$ cat src/rtl/whmf_fifo.sv
// ---------------------------------------------------------------------------
// whmf_fifo
// Short register queue between the front and the back.
// ---------------------------------------------------------------------------
`default_nettype none

module whmf_fifo #(
    parameter int WIDTH = 1,
    parameter int DEPTH = 2
) (
    input  wire logic              aclk,
    input  wire logic              aresetn,
    input  wire logic              push,
    input  wire logic [WIDTH-1:0]  din,
    output logic                   full,
    input  wire logic              pop,
    output logic      [WIDTH-1:0]  dout,
    output logic                   empty
);

    localparam int PW = (DEPTH > 1) ? $clog2(DEPTH) : 1;
    localparam int CW = $clog2(DEPTH + 1);

    logic [WIDTH-1:0] mem_reg [DEPTH];
    logic [PW-1:0]    wptr_reg;
    logic [PW-1:0]    rptr_reg;
    logic [CW-1:0]    cnt_reg;

    assign full  = cnt_reg == CW'(DEPTH);
    assign empty = cnt_reg == '0;
    assign dout  = mem_reg[rptr_reg];

    always_ff @(posedge aclk) begin
        if (!aresetn) begin
            wptr_reg <= '0;
            rptr_reg <= '0;
            cnt_reg  <= '0;
        end else begin
            if (push) begin
                wptr_reg <= (wptr_reg == PW'(DEPTH - 1)) ? '0 : wptr_reg + 1'b1;
            end
            if (pop) begin
                rptr_reg <= (rptr_reg == PW'(DEPTH - 1)) ? '0 : rptr_reg + 1'b1;
            end
            cnt_reg <= cnt_reg + CW'(push) - CW'(pop);
        end
    end

    always_ff @(posedge aclk) begin
        if (push) begin
            mem_reg[wptr_reg] <= din;
        end
    end

endmodule

`default_nettype wire

$ cat config.mk
export PLATFORM = sky130hd
export DESIGN_NAME = whmf_fifo
export DESIGN_NICKNAME = d
export VERILOG_FILES = /design/src/rtl/whmf_fifo.sv
export SDC_FILE = /design/constraint.sdc
export NUM_CORES = 1
export LEC_CHECK = 0
export BUFFER_PORTS_ARGS = -buffer_cell sky130_fd_sc_hd__buf_2
export CORE_AREA = 2 2 39 41
export DETAILED_ROUTE_END_ITERATION = 8
export DIE_AREA = 0 0 41 43
export GPL_TIMING_DRIVEN = 0
export PLACE_DENSITY_LB_ADDON = 0.08
export SETUP_SLACK_MARGIN = 0.5
export SLEW_MARGIN = 40
export SYNTH_ARGS = -nofsm -noshare
export SYNTH_HDL_FRONTEND = slang
export SYNTH_SLANG_ARGS = --single-unit
$ cat constraint.sdc
create_clock -name aclk -period 1.4 [get_ports aclk]
set_input_delay 0.07 -clock aclk [delete_from_list [all_inputs] [get_ports aclk]]
set_output_delay 0.07 -clock aclk [all_outputs]
set_load 0.05 [all_outputs]
==> results.txt <==
The flow ran to the end, and the final reports show no timing, DRC or antenna violations. The startpoint-to-endpoint class of the critical path is flop to flop. The shortest period the worst path allows came out at 1.15 ns. The final layout contains routed wiring with a total length of 475 µm.

The startpoint identified for the worst register-to-register timing path is cnt_reg[0]$_SDFF_PN0_. The number of buffers created by CTS came out at 3. Detailed placement ended at an HPWL of 331 µm.

Setup repair after global routing could not meet its margin everywhere. The number of nets in the final layout is 44. The measured slew at the worst slew-check pin came out at 0.164 ns. The pin count of the biggest net entering global routing is 6. The floorplan core area came out at 0.00138 mm². Along the worst path, the maximum fanout reaches 2. The average size of a mapped cell came out at 12.5 µm². The initial utilization of the core area, before any placement, comes to 21.6%. The synthesized netlist occupies a cell area of 299 µm². The max-slew violation count is 0. The share of layout cells above drive strength 1 came out at 58.3%. The number of setup violations in the final report came out at 0. By area the synthesized netlist is led by sky130_fd_sc_hd__dfxtp_1 (33%), sky130_fd_sc_hd__edfxtp_1 (20%), sky130_fd_sc_hd__and2_1 (8.4%), sky130_fd_sc_hd__ha_1 (8.4%), sky130_fd_sc_hd__xnor3_1 (7.5%). The number of iterations in the first detailed-routing pass is 1. At the placement stage, the worst setup path has a slack of 0.203 ns. STA puts the critical path data required time at 1.54 ns. Synthesis instantiated 12 different standard cells from the library.

The maximum buffer depth of the clock tree is 2. The top achievable clock speed came out at 868 MHz. STA classifies the critical path startpoint as a flop.

The total of max-cap violations came out at 0. The data arrival time of the critical path came out at 1.29 ns. The first-iteration detailed-routing DRC count came out at 0.

The clock-pin slew on the worst setup and hold paths is 0.05 ns. In the post-route analysis, the smallest setup slack over all paths is 0.248 ns. Summed over all layers, the global routing overflow is 0. The setup total negative slack is 0 ns.

Sequential elements use 53.6% of the synthesized area. The power share of the combinational group is 37.1%. The synthesis-to-layout area growth came out at 51.9%. The via count of the first global-routing pass came to 232. The biggest area consumer among synthesized cells is sky130_fd_sc_hd__dfxtp_1.

The fraction of power consumed by sequential logic came out at 36.9%. Input and output buffers added on the ports amount to 7. The via count of the routed design came out at 200. The portion of synthesized cell area occupied by the leading cell type is 33.5%. In this run the static leakage power is 0.000194 µW. The number of top-level pins came out at 8. The number of antenna violations at the first check in global routing came out at 0. The routed length per placed instance is 9.13 µm.

The post-detailed-route via-to-cell ratio is 3.85. The synthesized instance count came out at 24. The startpoint identified for the worst hold timing path is din. The total global-route track usage came out at 7.46%. The remaining design rule violation count is 0. The power per cell area is 1520 mW/mm².

The number of warnings issued by yosys came out at 0. The floorplan step defined a die boundary enclosing 0.00176 mm². The root buffer selected by CTS is sky130_fd_sc_hd__clkbuf_4. From left edge to right edge, the die measures 41 µm. The top cell types in the final layout, fill and taps aside, are sky130_fd_sc_hd__and2_1 (4), sky130_fd_sc_hd__buf_2 (4), sky130_fd_sc_hd__clkbuf_4 (3), sky130_fd_sc_hd__dfxtp_1 (3). The placement row count came out at 14. The final weighted congestion in routability-driven placement came out at 0.669. Summing all flip-flop and latch instances after layout gives 163 µm². The number of levels the H-tree was split into is 1. The worst hold path belongs to the class primary input to flop. The flop and latch count out of synthesis came out at 7. The reported net switching power is 219 µW. Once detail routing completed, the nets flagged for antenna violations numbered 0. The insertion delay of the later-clocked pin in the worst-skew pair came out at 0.24 ns. The relative max-transition margin is 89.1%. TritonCTS built the clock tree. The worst setup skew after layout came out at 0.00346 ns. The final worst-path cycle share is 82.3%. IR analysis of the VDD net gives a maximum drop of 0.499 mV.

The final count of hold timing violations is 0. The clock network accounts for 26.0% of the total power. Counting every net in the synthesized netlist gives 31. The switching power as a share of total power is 31.9%. Fill cells in the final layout number 151. The internal portion of the total power is 469 µW. The most critical setup path has its startpoint at cnt_reg[0]$_SDFF_PN0_.

The global-route wire length before repair came out at 862 µm. Measured along the y axis, the die boundary spans 43 µm. The multi-input combinational cell area came out at 170 µm².

The CTS sink count came out at 7. The worst setup path is captured at a flop. The number of antenna repair diodes came out at 0.
==> repair_timing <==
item                                    CTS  global route
pin swaps                                 2             1
gates resized for setup                  17             1
endpoints found under the setup margin    5             5
setup buffers                             1             0
hold buffers                              0             0
hold endpoints to repair                  0             0
==> final timing paths <==
check / to / slack (ns) / cells past startpoint
setup / recovery: cnt_reg[1]$_SDFF_PN0_ / 0.25 / 6
hold / removal: mem_reg[1]$_DFFE_PP_ / 0.01 / 1
setup reg to reg: cnt_reg[1]$_SDFF_PN0_ / 0.25 / 6
hold reg to reg: mem_reg[0]$_DFFE_PP_ / 0.57 / 1
==> synthesized netlist by cell type <==
library cell	number
sky130_fd_sc_hd__dfxtp_1	5
sky130_fd_sc_hd__and2_1	4
sky130_fd_sc_hd__nor2b_1	3
sky130_fd_sc_hd__edfxtp_1	2
sky130_fd_sc_hd__ha_1	2
sky130_fd_sc_hd__inv_1	2
sky130_fd_sc_hd__mux2_2	1
sky130_fd_sc_hd__nor2_1	1
sky130_fd_sc_hd__nor2b_2	1
sky130_fd_sc_hd__o21a_1	1
sky130_fd_sc_hd__xnor3_1	1
sky130_fd_sc_hd__xor2_1	1
==> worst max-delay path: stages, from the launching register on <==
cell and delay (ns):
sky130_fd_sc_hd__dfxtp_2 0.33, sky130_fd_sc_hd__inv_2 0.04, sky130_fd_sc_hd__ha_4 0.26, sky130_fd_sc_hd__inv_4 0.03, sky130_fd_sc_hd__ha_4 0.14, sky130_fd_sc_hd__xnor3_1 0.21
sky130_fd_sc_hd__nor2b_2 0.04
==> power by group through the flow <==
stage               Clock, µW  Combinational (µW)  Sequential [µW]
finish                    179                 256              254
global route              197                 279              255
global placement            0                 179              250
floorplan                   0                 149              248
CTS                       189                 251              253
detailed placement          0                 182              252
==> metal layers <==
layer	track usage (%)	vias to the layer above	wire length (µm)
li1	-	102	-
met1	8.47	94	187
met3	3.14	0	30
met4	4.00	0	0
met5	0	-	0
met2	11.3	4	256
==> cell type report <==
| cell class | instances | area share (%) |
|---|---|---|
| inverters | 2 | 2.20 |
| multi-input cells | 15 | 37.5 |
| well taps | 16 | 4.41 |
| flip-flops and latches | 7 | 35.8 |
| repair buffers | 8 | 14.3 |
| clock buffers | 4 | 5.79 |
==> kinds of logic (layout without fill, tap and decap cells) <==
family                   Yosys count  after routing  synth area share (%)
adder cells (fa/ha/maj)            2              2                  8.37
buffers and inverters              2             14                  2.51
flip-flops                         7              7                  53.6
AO/OA/AOI/OAI                      1              1                  2.51
XOR/XNOR                           2              2                  10.5
AND/OR/NAND/NOR                    9              9                  18.8
multiplexers                       1              1                  3.77
==> metrics by stage <==
step | area (µm²) | util (%) | power [µW] | cells | hold WS [ns]
2_1_floorplan | 300 | - | 397 | 24 | 0.169
3_3_place_gp | 355 | 25.7 | 429 | 47 | 0.260
3_5_place_dp | 355 | 25.7 | 434 | 47 | 0.262
4_1_cts | 452 | 32.6 | 693 | 52 | 0.00481
5_1_grt | 454 | 32.8 | 731 | 52 | 0.0180
6_report | 454 | 32.8 | 688 | 52 | 0.0142
Note: power is estimated with default switching activity, not from simulation.
